**config.mk**
```make
export PLATFORM = sky130hd
export DESIGN_NAME = rank_select_delete_set_top
export DESIGN_NICKNAME = d
export VERILOG_FILES = /design/src/rtl/rsds_pkg.sv /design/src/rtl/rsds_cell.sv /design/src/rtl/rank_select_delete_set_top.sv
export VERILOG_INCLUDE_DIRS = /design/src /design/src/rtl
export SDC_FILE = /design/constraint.sdc
export NUM_CORES = 2
export LEC_CHECK = 0
export ABC_AREA = 1
export BUFFER_PORTS_ARGS = -buffer_cell sky130_fd_sc_hd__buf_2
export CAP_MARGIN = 10
export CORE_ASPECT_RATIO = 0.8
export CORE_MARGIN = 5
export CORE_UTILIZATION = 50
export CTS_CLUSTER_SIZE = 40
export DETAILED_ROUTE_END_ITERATION = 16
export HOLD_SLACK_MARGIN = 0.02
export PLACE_DENSITY = 0.8
export SLEW_MARGIN = 20
export SYNTH_ARGS = -nofsm -noshare
export SYNTH_HDL_FRONTEND = slang
export SYNTH_SLANG_ARGS = --single-unit
```
**constraint.sdc**
```tcl
create_clock -name clk -period 10.1 [get_ports clk]
set_input_delay 2.02 -clock clk [delete_from_list [all_inputs] [get_ports clk]]
set_output_delay 2.02 -clock clk [all_outputs]
set_load 0.03 [all_outputs]
```
**src/rtl/rank_select_delete_set_top_defines.svh**
```systemverilog
// shared assertion macros
`ifndef RANK_SELECT_DELETE_SET_TOP_DEFINES_SVH
`define RANK_SELECT_DELETE_SET_TOP_DEFINES_SVH

// same-cycle property, off during reset
`define RSDS_ASSERT(name, prop, msg) \
  name: assert property (@(posedge clk) disable iff (rst) prop) else $error(msg);

// next-cycle consequence, off during reset
`define RSDS_ASSERT_NEXT(name, cond, conseq, msg) \
  name: assert property (@(posedge clk) disable iff (rst) (cond) |=> (conseq)) else $error(msg);

`endif

```
**src/rtl/rsds_pkg.sv**
```systemverilog
`default_nettype none

package rsds_pkg;

  localparam int unsigned CAPACITY = 1024;
  localparam int unsigned LEVELS   = $clog2(CAPACITY);
  localparam int unsigned KEY_W    = LEVELS;
  localparam int unsigned CNT_W    = LEVELS + 1;
  localparam int unsigned RANK_W   = 11;

  // descent token handed from one tree level to the next
  typedef struct packed {
    logic              go;
    logic [LEVELS-1:0] idx;
    logic [LEVELS-1:0] rank;
  } walk_t;

  // refill sweep control, shared by all levels
  typedef struct packed {
    logic              en;
    logic [LEVELS-2:0] addr;
    logic [CNT_W-1:0]  fill_n;
  } sweep_t;

  // keys below fill_n present: count of a node covering [base, base+span)
  function automatic logic [CNT_W-1:0] fill_count(input logic [CNT_W-1:0] n,
                                                  input logic [CNT_W-1:0] base,
                                                  input logic [CNT_W-1:0] span);
    logic [CNT_W-1:0] diff;
    diff = n - base;
    if (n <= base) begin
      return '0;
    end else if (diff > span) begin
      return span;
    end else begin
      return diff;
    end
  endfunction

endpackage

`default_nettype wire

```
**src/rtl/rsds_cell.sv**
```systemverilog
`default_nettype none
`include "rank_select_delete_set_top_defines.svh"

module rsds_cell
  import rsds_pkg::*;
#(
  parameter int unsigned LEVEL = 1
) (
  input  logic   clk,
  input  logic   rst,
  input  sweep_t sweep,
  input  walk_t  wk_in,
  output walk_t  wk_out
);

  localparam int unsigned CW    = LEVELS - LEVEL + 1;
  localparam int unsigned NODES = 1 << (LEVEL - 1);
  localparam int unsigned AW    = (LEVEL > 1) ? LEVEL - 1 : 1;
  localparam int unsigned SHIFT = LEVELS - LEVEL;
  localparam int unsigned SPAN  = 1 << SHIFT;

  typedef struct packed {
    logic [CW-1:0] left;
    logic [CW-1:0] right;
  } pair_t;

  pair_t             mem [NODES];
  pair_t             rd_pair;
  pair_t             wr_pair;
  pair_t             fill_pair;
  logic              go_q;
  logic [AW-1:0]     addr_q;
  logic [LEVELS-1:0] idx_q;
  logic [LEVELS-1:0] rank_q;
  logic [AW-1:0]     rd_addr;
  logic [AW-1:0]     sw_addr;
  logic [CNT_W-1:0]  base_l;
  logic [CNT_W-1:0]  base_r;
  logic [LEVELS-1:0] left_ext;
  logic              take_right;

  assign rd_addr = wk_in.idx[AW-1:0] & AW'(NODES - 1);
  assign sw_addr = sweep.addr[AW-1:0] & AW'(NODES - 1);

  // refill values for the two children at the sweep address
  assign base_l = CNT_W'({sw_addr, 1'b0}) << SHIFT;
  assign base_r = CNT_W'({sw_addr, 1'b1}) << SHIFT;
  assign fill_pair.left  = CW'(fill_count(sweep.fill_n, base_l, CNT_W'(SPAN)));
  assign fill_pair.right = CW'(fill_count(sweep.fill_n, base_r, CNT_W'(SPAN)));

  // pick a child and take one off its count
  assign left_ext   = LEVELS'(rd_pair.left);
  assign take_right = (rank_q >= left_ext);

  always_comb begin
    wr_pair = rd_pair;
    if (take_right) begin
      wr_pair.right = rd_pair.right - CW'(1);
    end else begin
      wr_pair.left = rd_pair.left - CW'(1);
    end
  end

  assign wk_out.go   = go_q;
  assign wk_out.idx  = (idx_q << 1) | LEVELS'(take_right);
  assign wk_out.rank = take_right ? (rank_q - left_ext) : rank_q;

  always_ff @(posedge clk) begin
    if (rst) begin
      go_q <= 1'b0;
    end else begin
      go_q <= wk_in.go;
    end
  end

  always_ff @(posedge clk) begin
    addr_q  <= rd_addr;
    idx_q   <= wk_in.idx;
    rank_q  <= wk_in.rank;
    rd_pair <= mem[rd_addr];
  end

  always_ff @(posedge clk) begin
    if (sweep.en) begin
      mem[sw_addr] <= fill_pair;
    end else if (go_q) begin
      mem[addr_q] <= wr_pair;
    end
  end

  `RSDS_ASSERT(a_chosen_nonempty,
    go_q |-> ((take_right && (rd_pair.right != '0)) || (!take_right && (rd_pair.left != '0))),
    "descent entered an empty subtree")
  `RSDS_ASSERT(a_no_walk_in_sweep, sweep.en |-> !go_q, "descent during refill sweep")
  `RSDS_ASSERT_NEXT(a_single_token, go_q, !go_q, "two items in one level back to back")

endmodule

`default_nettype wire

```
**src/rtl/rank_select_delete_set_top.sv**
```systemverilog
`default_nettype none
`include "rank_select_delete_set_top_defines.svh"

// Ordered set over keys 0..1023 with delete-by-rank. Writing cfg_wr_data
// (set_size, values above 1024 load 1024) reloads keys 0..set_size-1; each
// item on s_axis names a rank (negative counts from the largest) and yields
// one result with the removed key, a removed flag and the remaining count.
// The count tree is a chain of ten level cells, each with its own memory of
// child-count pairs; an in-range item walks down one cell per cycle, its
// result is registered after the last cell and the next item is taken only
// after its walk ends. An out-of-range item skips the tree and its result is
// registered directly. After reset and after every set_size write a refill
// sweep rewrites all level memories in parallel, with s_axis_tready low.
// One result can wait on m_axis while the next item is processed.
module rank_select_delete_set_top
  import rsds_pkg::*;
(
  input  logic        clk,
  input  logic        rst,
  input  logic        cfg_wr_en,
  input  logic [10:0] cfg_wr_data,
  input  logic        s_axis_tvalid,
  output logic        s_axis_tready,
  input  logic [15:0] s_axis_tdata,   // req_rank[10:0]
  output logic        m_axis_tvalid,
  input  logic        m_axis_tready,
  output logic [23:0] m_axis_tdata,   // deleted_key[9:0], remaining[20:10]
  output logic        m_axis_tuser    // deleted
);

  typedef enum logic [2:0] {
    ST_SWEEP = 3'b001,
    ST_IDLE  = 3'b010,
    ST_WALK  = 3'b100
  } state_t;

  state_t            state;
  logic [LEVELS-2:0] sweep_cnt;
  logic [CNT_W-1:0]  fill_n;
  logic [CNT_W-1:0]  live_count;
  logic [CNT_W-1:0]  cfg_n;

  logic              out_valid;
  logic [KEY_W-1:0]  out_key;
  logic              out_del;
  logic [CNT_W-1:0]  out_rem;
  logic              pend_valid;
  logic [KEY_W-1:0]  pend_key;
  logic              pend_del;
  logic [CNT_W-1:0]  pend_rem;

  logic              acc;
  logic [RANK_W-1:0] rank_raw;
  logic [RANK_W:0]   adj;
  logic              in_range;
  logic              walk_end;
  logic              push;
  logic [KEY_W-1:0]  push_key;
  logic              push_del;
  logic              out_free;

  walk_t             wk [LEVELS+1];
  sweep_t            sweep;

  assign cfg_n = (cfg_wr_data > CNT_W'(CAPACITY)) ? CNT_W'(CAPACITY) : cfg_wr_data;

  assign s_axis_tready = (state == ST_IDLE) && !pend_valid;
  assign acc           = s_axis_tvalid && s_axis_tready;
  assign rank_raw      = s_axis_tdata[RANK_W-1:0];
  assign adj = {rank_raw[RANK_W-1], rank_raw}
             + (rank_raw[RANK_W-1] ? {1'b0, live_count} : '0);
  assign in_range = !adj[RANK_W] && (adj[RANK_W-1:0] < live_count);

  assign wk[0].go   = acc && in_range;
  assign wk[0].idx  = '0;
  assign wk[0].rank = adj[LEVELS-1:0];

  assign sweep.en     = (state == ST_SWEEP);
  assign sweep.addr   = sweep_cnt;
  assign sweep.fill_n = fill_n;

  for (genvar g = 1; g <= LEVELS; g++) begin : g_level
    rsds_cell #(.LEVEL(g)) u_cell (
      .clk    (clk),
      .rst    (rst),
      .sweep  (sweep),
      .wk_in  (wk[g-1]),
      .wk_out (wk[g])
    );
  end

  assign walk_end = wk[LEVELS].go;
  assign push     = walk_end || (acc && !in_range);
  assign push_key = walk_end ? wk[LEVELS].idx : '0;
  assign push_del = walk_end;
  assign out_free = !out_valid || m_axis_tready;

  always_ff @(posedge clk) begin
    if (rst) begin
      state      <= ST_SWEEP;
      sweep_cnt  <= '0;
      fill_n     <= '0;
      live_count <= '0;
    end else if (cfg_wr_en) begin
      state      <= ST_SWEEP;
      sweep_cnt  <= '0;
      fill_n     <= cfg_n;
      live_count <= cfg_n;
    end else begin
      unique case (state)
        ST_SWEEP: begin
          sweep_cnt <= sweep_cnt + 1'b1;
          if (&sweep_cnt) begin
            state <= ST_IDLE;
          end
        end
        ST_IDLE: begin
          if (acc && in_range) begin
            live_count <= live_count - 1'b1;
            state      <= ST_WALK;
          end
        end
        ST_WALK: begin
          if (walk_end) begin
            state <= ST_IDLE;
          end
        end
        default: state <= ST_IDLE;
      endcase
    end
  end

  // result register plus one waiting slot
  always_ff @(posedge clk) begin
    if (rst) begin
      out_valid  <= 1'b0;
      pend_valid <= 1'b0;
    end else if (push) begin
      if (out_free) begin
        out_valid <= 1'b1;
      end else begin
        pend_valid <= 1'b1;
      end
    end else if (pend_valid && out_free) begin
      out_valid  <= 1'b1;
      pend_valid <= 1'b0;
    end else if (out_valid && m_axis_tready) begin
      out_valid <= 1'b0;
    end
  end

  always_ff @(posedge clk) begin
    if (push) begin
      if (out_free) begin
        out_key <= push_key;
        out_del <= push_del;
        out_rem <= live_count;
      end else begin
        pend_key <= push_key;
        pend_del <= push_del;
        pend_rem <= live_count;
      end
    end else if (pend_valid && out_free) begin
      out_key <= pend_key;
      out_del <= pend_del;
      out_rem <= pend_rem;
    end
  end

  assign m_axis_tvalid = out_valid;
  assign m_axis_tdata  = {3'b000, out_rem, out_key};
  assign m_axis_tuser  = out_del;

  `RSDS_ASSERT(a_pend_behind_out, pend_valid |-> out_valid, "waiting result without output")
  `RSDS_ASSERT(a_walk_end_state, walk_end |-> (state == ST_WALK), "descent ended outside walk")
  `RSDS_ASSERT(a_live_bound, live_count <= CNT_W'(CAPACITY), "live count above capacity")
  `RSDS_ASSERT_NEXT(a_live_dec, acc && in_range && !cfg_wr_en,
    live_count == ($past(live_count) - 1'b1), "live count not decremented")

endmodule

`default_nettype wire

```
==> run metrics <==
maximum frequency from static timing analysis=172 MHz; Final Skew=0.0437 ns; peak supply drop=roughly 0.17 mV; final-stage net count=9,838; layout-stage area growth over the synthesis result=8.66%; DRC violations left=0; setup slack after placement=3.46 ns; kind of start point of the critical path=input pin; top cells by area in the synthesized netlist=sky130_fd_sc_hd__edfxtp_1 60%, sky130_fd_sc_hd__nor2_1 6.0%, sky130_fd_sc_hd__dfxtp_1 4.8%; outcome=finished clean; global-route wire length before repair=396,000 um; number of max-slew violations in the final report=0; Crit-path slowest cell=sky130_fd_sc_hd__nor3_2; IO Pins=59; setup-violating endpoint count in the final report=0; deepest level of the CTS H-tree=4; Total Die Area=between 0.2 and 0.25 mm^2; leak pwr=slightly above 40 nW; total congestion overflow=0; critical setup path kind=in -> reg; Longest Clk Path Bufs=3; die span in y=approximately 420 um; Clk network pwr share=0.318; number of iterations in the first detailed-routing pass=6; Filler cells=16,600; Cells on Worst Hold Path=0; setup repair after global routing missed its margin=false; combined area of the multi-input logic cells=0.0304 mm^2; Global Route Usage Sum=0.230; Hold/Removal Path Class=reg -> reg; worst hold path endpoint=g_level[1].u_cell.left_ext[7]; Vias per Instance=5.95; average detailed-routed wire length per instance=roughly 20 um; synthesized flop and latch total=2,326; vias in the first global route=between 70,000 and 80,000; required time reported for the critical path endpoint=around 11 ns; setup TNS=0 ns; internal power=17.1 mW; Net Sw Power=slightly below 8 mW; gpl congestion=just under 0.9; CTS tree=yes; min cycle time layout=between 5 and 6 ns; part of the cycle the worst path needs=0.577; final setup slack of the worst path=4.27 ns; Max-Slew Margin vs Limit=0.155; relative contribution of sequential cells to total power=0.467; number of enable-type register cells in the synthesized netlist=2,080; share of total power in combinational logic=0.215; fraction of post-synthesis cell area in the top cell type by area=0.603; number of CTS-inserted buffers=203; worst-path fanout max=34; Max Cap Violations=0; power after layout=24.9 mW; synthesized cell area=0.104 mm^2; Total Routed Length=258,000 um; sequential cell area fraction in the yosys report=0.651; cells after synthesis=9,886; antenna violations before repair=4; category of the worst setup path capture point=flip-flop; drt initial violations=9,905; largest incremental delay on the critical path=between 0.5 and 0.6 ns; average footprint of a synthesized cell=10.5 um^2; ordered list of cells on the worst path=buf_2, nand2_1, inv_1, ha_1, inv_1, fa_1, o21ai_0, a21oi_1, o21bai_1, a21oi_1, o21ai_0, a21o_1, a21oi_1, xor2_1, ha_1, nand2_1, inv_1, nand2_1, nand3_1, nand2_1, nand2_1, inv_2, nor3_2, buf_4; count of different cell masters after synthesis=62; post-route antenna net violation count=0; overall via count from detail_route=74,700; hold_buf cts=0; Reg2Reg Capture Point=g_level[8].u_cell.mem[73][3]; ys async rst share=0; clock tree root buffer cell=sky130_fd_sc_hd__clkbuf_16; total number of yosys warnings=0; latest clock arrival within the worst-skew pair=~0.85 ns; std cell rows=149; power density relative to cell area=221 mW/mm^2; Sequential Area=0.0674 mm^2; fraction of power spent switching nets=0.311; Clock Pin Slew Worst Setup and Hold Paths=0.06 ns; Num Clock Sinks=approximately 2,300; x dimension of the die=519 um; estimated wirelength of the detail-placed design=147,000 um; reg2reg path depth=15; number of endpoints with negative hold slack in the final report=0; transition at the pin with the smallest max-transition slack=1.27 ns; cts repair resizes=0; I/O Buffers=50; area of the core=roughly 0.21 mm^2; pin count of the biggest net entering global routing=282; startpoint of the lowest-slack register-to-register path=sweep_cnt[2]; post-CTS setup repair buffer count=0; crit path DAT=6.36 ns; worst-case register-to-register setup slack=4.39 ns; post-synthesis cell type with the largest combined area=sky130_fd_sc_hd__edfxtp_1; share of cells above drive strength 1=0.0580; top flip-flop cell by instance count after synthesis=sky130_fd_sc_hd__edfxtp_1; initial standard-cell utilization of the core=0.503; start point of the worst min-delay path=g_level[1].u_cell.mem[0][17]; library cell appearing most often on the critical path=sky130_fd_sc_hd__nand2_1
[layout make-up]
class,count,share of cell area
repair buffers,153,0.00956
diodes,4,0.0000890
multi-input cells,6035,0.270
clock inverters,107,0.00962
flip-flops and latches,2326,0.599
clock buffers,275,0.0503
well taps,2718,0.0302
inverters,937,0.0314
[placed cells by master, fill, tap and decap left out, types with 8 or more instances in the layout]
master,synthesis,routed
sky130_fd_sc_hd__edfxtp_1,2080,2080
sky130_fd_sc_hd__a21oi_1,370,369
sky130_fd_sc_hd__o211ai_1,259,259
sky130_fd_sc_hd__o21ai_1,24,24
sky130_fd_sc_hd__a22oi_1,8,8
sky130_fd_sc_hd__o21ai_0,936,929
sky130_fd_sc_hd__nand2_2,21,38
sky130_fd_sc_hd__xor2_1,89,89
sky130_fd_sc_hd__clkinv_1,20,51
sky130_fd_sc_hd__clkbuf_8,0,20
sky130_fd_sc_hd__o221ai_1,58,58
sky130_fd_sc_hd__bufinv_16,0,17
sky130_fd_sc_hd__dfxtp_1,246,240
sky130_fd_sc_hd__nand3b_1,138,138
sky130_fd_sc_hd__buf_4,10,98
sky130_fd_sc_hd__o21ai_2,9,14
sky130_fd_sc_hd__nor2_1,1649,1647
sky130_fd_sc_hd__inv_1,910,904
sky130_fd_sc_hd__ha_1,132,132
sky130_fd_sc_hd__clkbuf_16,0,208
sky130_fd_sc_hd__nand3_1,902,901
sky130_fd_sc_hd__o22ai_1,43,42
sky130_fd_sc_hd__nand2_1,1129,1105
sky130_fd_sc_hd__a31oi_1,13,13
sky130_fd_sc_hd__o21bai_1,8,8
sky130_fd_sc_hd__a21o_1,10,10
sky130_fd_sc_hd__xnor2_1,31,31
sky130_fd_sc_hd__buf_2,182,50
sky130_fd_sc_hd__nor4_1,22,21
sky130_fd_sc_hd__nand4_1,48,48
sky130_fd_sc_hd__clkbuf_1,326,47
sky130_fd_sc_hd__or2_2,10,10
sky130_fd_sc_hd__clkinv_2,0,40
sky130_fd_sc_hd__nor3_1,44,43
sky130_fd_sc_hd__fa_1,18,18
[worst max path at each step]
stage                     cells past startpoint  slack (ns)             start                      endpoint
after floorplan                              13        0.16      sweep_cnt[1]  g_level[10].u_cell.mem[0][1]
after global placement                       23        3.31  s_axis_tdata[10]                    out_key[7]
after detailed placement                     24        3.46  s_axis_tdata[10]                   pend_key[6]
after CTS                                    24        4.34  s_axis_tdata[10]                   pend_key[5]
after global routing                         24        3.89  s_axis_tdata[10]                   pend_key[5]
final                                        24        4.27  s_axis_tdata[10]                   pend_key[8]
[cells by family (layout without fill, tap and decap cells)]
| kind of cell | Yosys count | after routing | synth area share |
|---|---|---|---|
| AOI/OAI and AO/OA | 1773 | 1773 | 0.0968 |
| xor gates and xnor gates | 120 | 120 | 0.0101 |
| adders and majority gates | 150 | 150 | 0.0194 |
| buffers and inverters | 1527 | 1472 | 0.0583 |
| DFF | 2326 | 2326 | 0.651 |
| other | 1 | 7 | 0.0000362 |
| and+or+nand+nor | 3989 | 3989 | 0.165 |
[power by group through the flow]
| stage | registers, mW | logic [mW] | clock network, mW |
|---|---|---|---|
| 4_1_cts | 11.6 | 5.24 | 7.93 |
| 6_report | 11.6 | 5.35 | 7.89 |
| 5_1_grt | 11.6 | 5.88 | 8.36 |
| 3_3_place_gp | 11.8 | 4.97 | 0 |
| 3_5_place_dp | 11.8 | 5.19 | 0 |
| 2_1_floorplan | 11.7 | 3.70 | 0 |
[synth_stat cells (all sizes together) (10+ instances only)]
cell / instances
edfxtp: 2080
nor2: 1654
nand2: 1152
o21ai: 969
inv: 917
nand3: 903
a21oi: 370
clkbuf: 326
buf: 264
o211ai: 259
dfxtp: 246
nand3b: 138
ha: 132
xor2: 89
o221ai: 58
nor3: 50
nand4: 48
o22ai: 43
xnor2: 31
nor4: 22
clkinv: 20
fa: 18
a31oi: 13
or2: 11
a21o: 10
[state kept, by name, indices dropped and copies added (netlist names)]
name                     count
g_level.u_cell.mem        2036
g_level.u_cell.go_q         10
m_axis_tuser                 1
pend_del                     1
pend_valid                   1
pend_key                    10
g_level.u_cell.rank_q      100
m_axis_tvalid                1
out_rem                     11
sweep_cnt                    9
state                        3
out_key                     10
g_level.u_cell.left_ext     55
live_count                  11
g_level.u_cell.addr_q       45
fill_n                      11
pend_rem                    11
[through the flow]
stage          instances  instance area, um^2  hold slack, ns   util
2_1_floorplan       9888               104000           0.323      -
5_1_grt            12600               113000           0.354  0.546
6_report           12600               113000           0.341  0.546
3_3_place_gp       12200               106000           0.325  0.513
4_1_cts            12600               112000           0.342  0.546
3_5_place_dp       12200               106000           0.327  0.513
[layer usage]
layer / GRT usage / part of all wire / routed length [um] / vias up
met1: 0.312 / 0.39 / 99500 / 35600
met2: 0.368 / 0.46 / 120000 / 4506
met3: 0.0471 / 0.12 / 29900 / 708
li1: - / - / - / 33800
met4: 0.0825 / 0.035 / 8900 / 2
met5: 0 / 0.000050 / 13 / -
[critical path, delay by kind of cell]
kind / cells / cell delay (ns)
compound gates: 7 / 1.27
xor+xnor: 1 / 0.14
fa+ha+maj: 3 / 0.90
buf+inv: 6 / 0.99
simple gates: 7 / 1.04
Note: power is estimated with default switching activity, not from simulation.
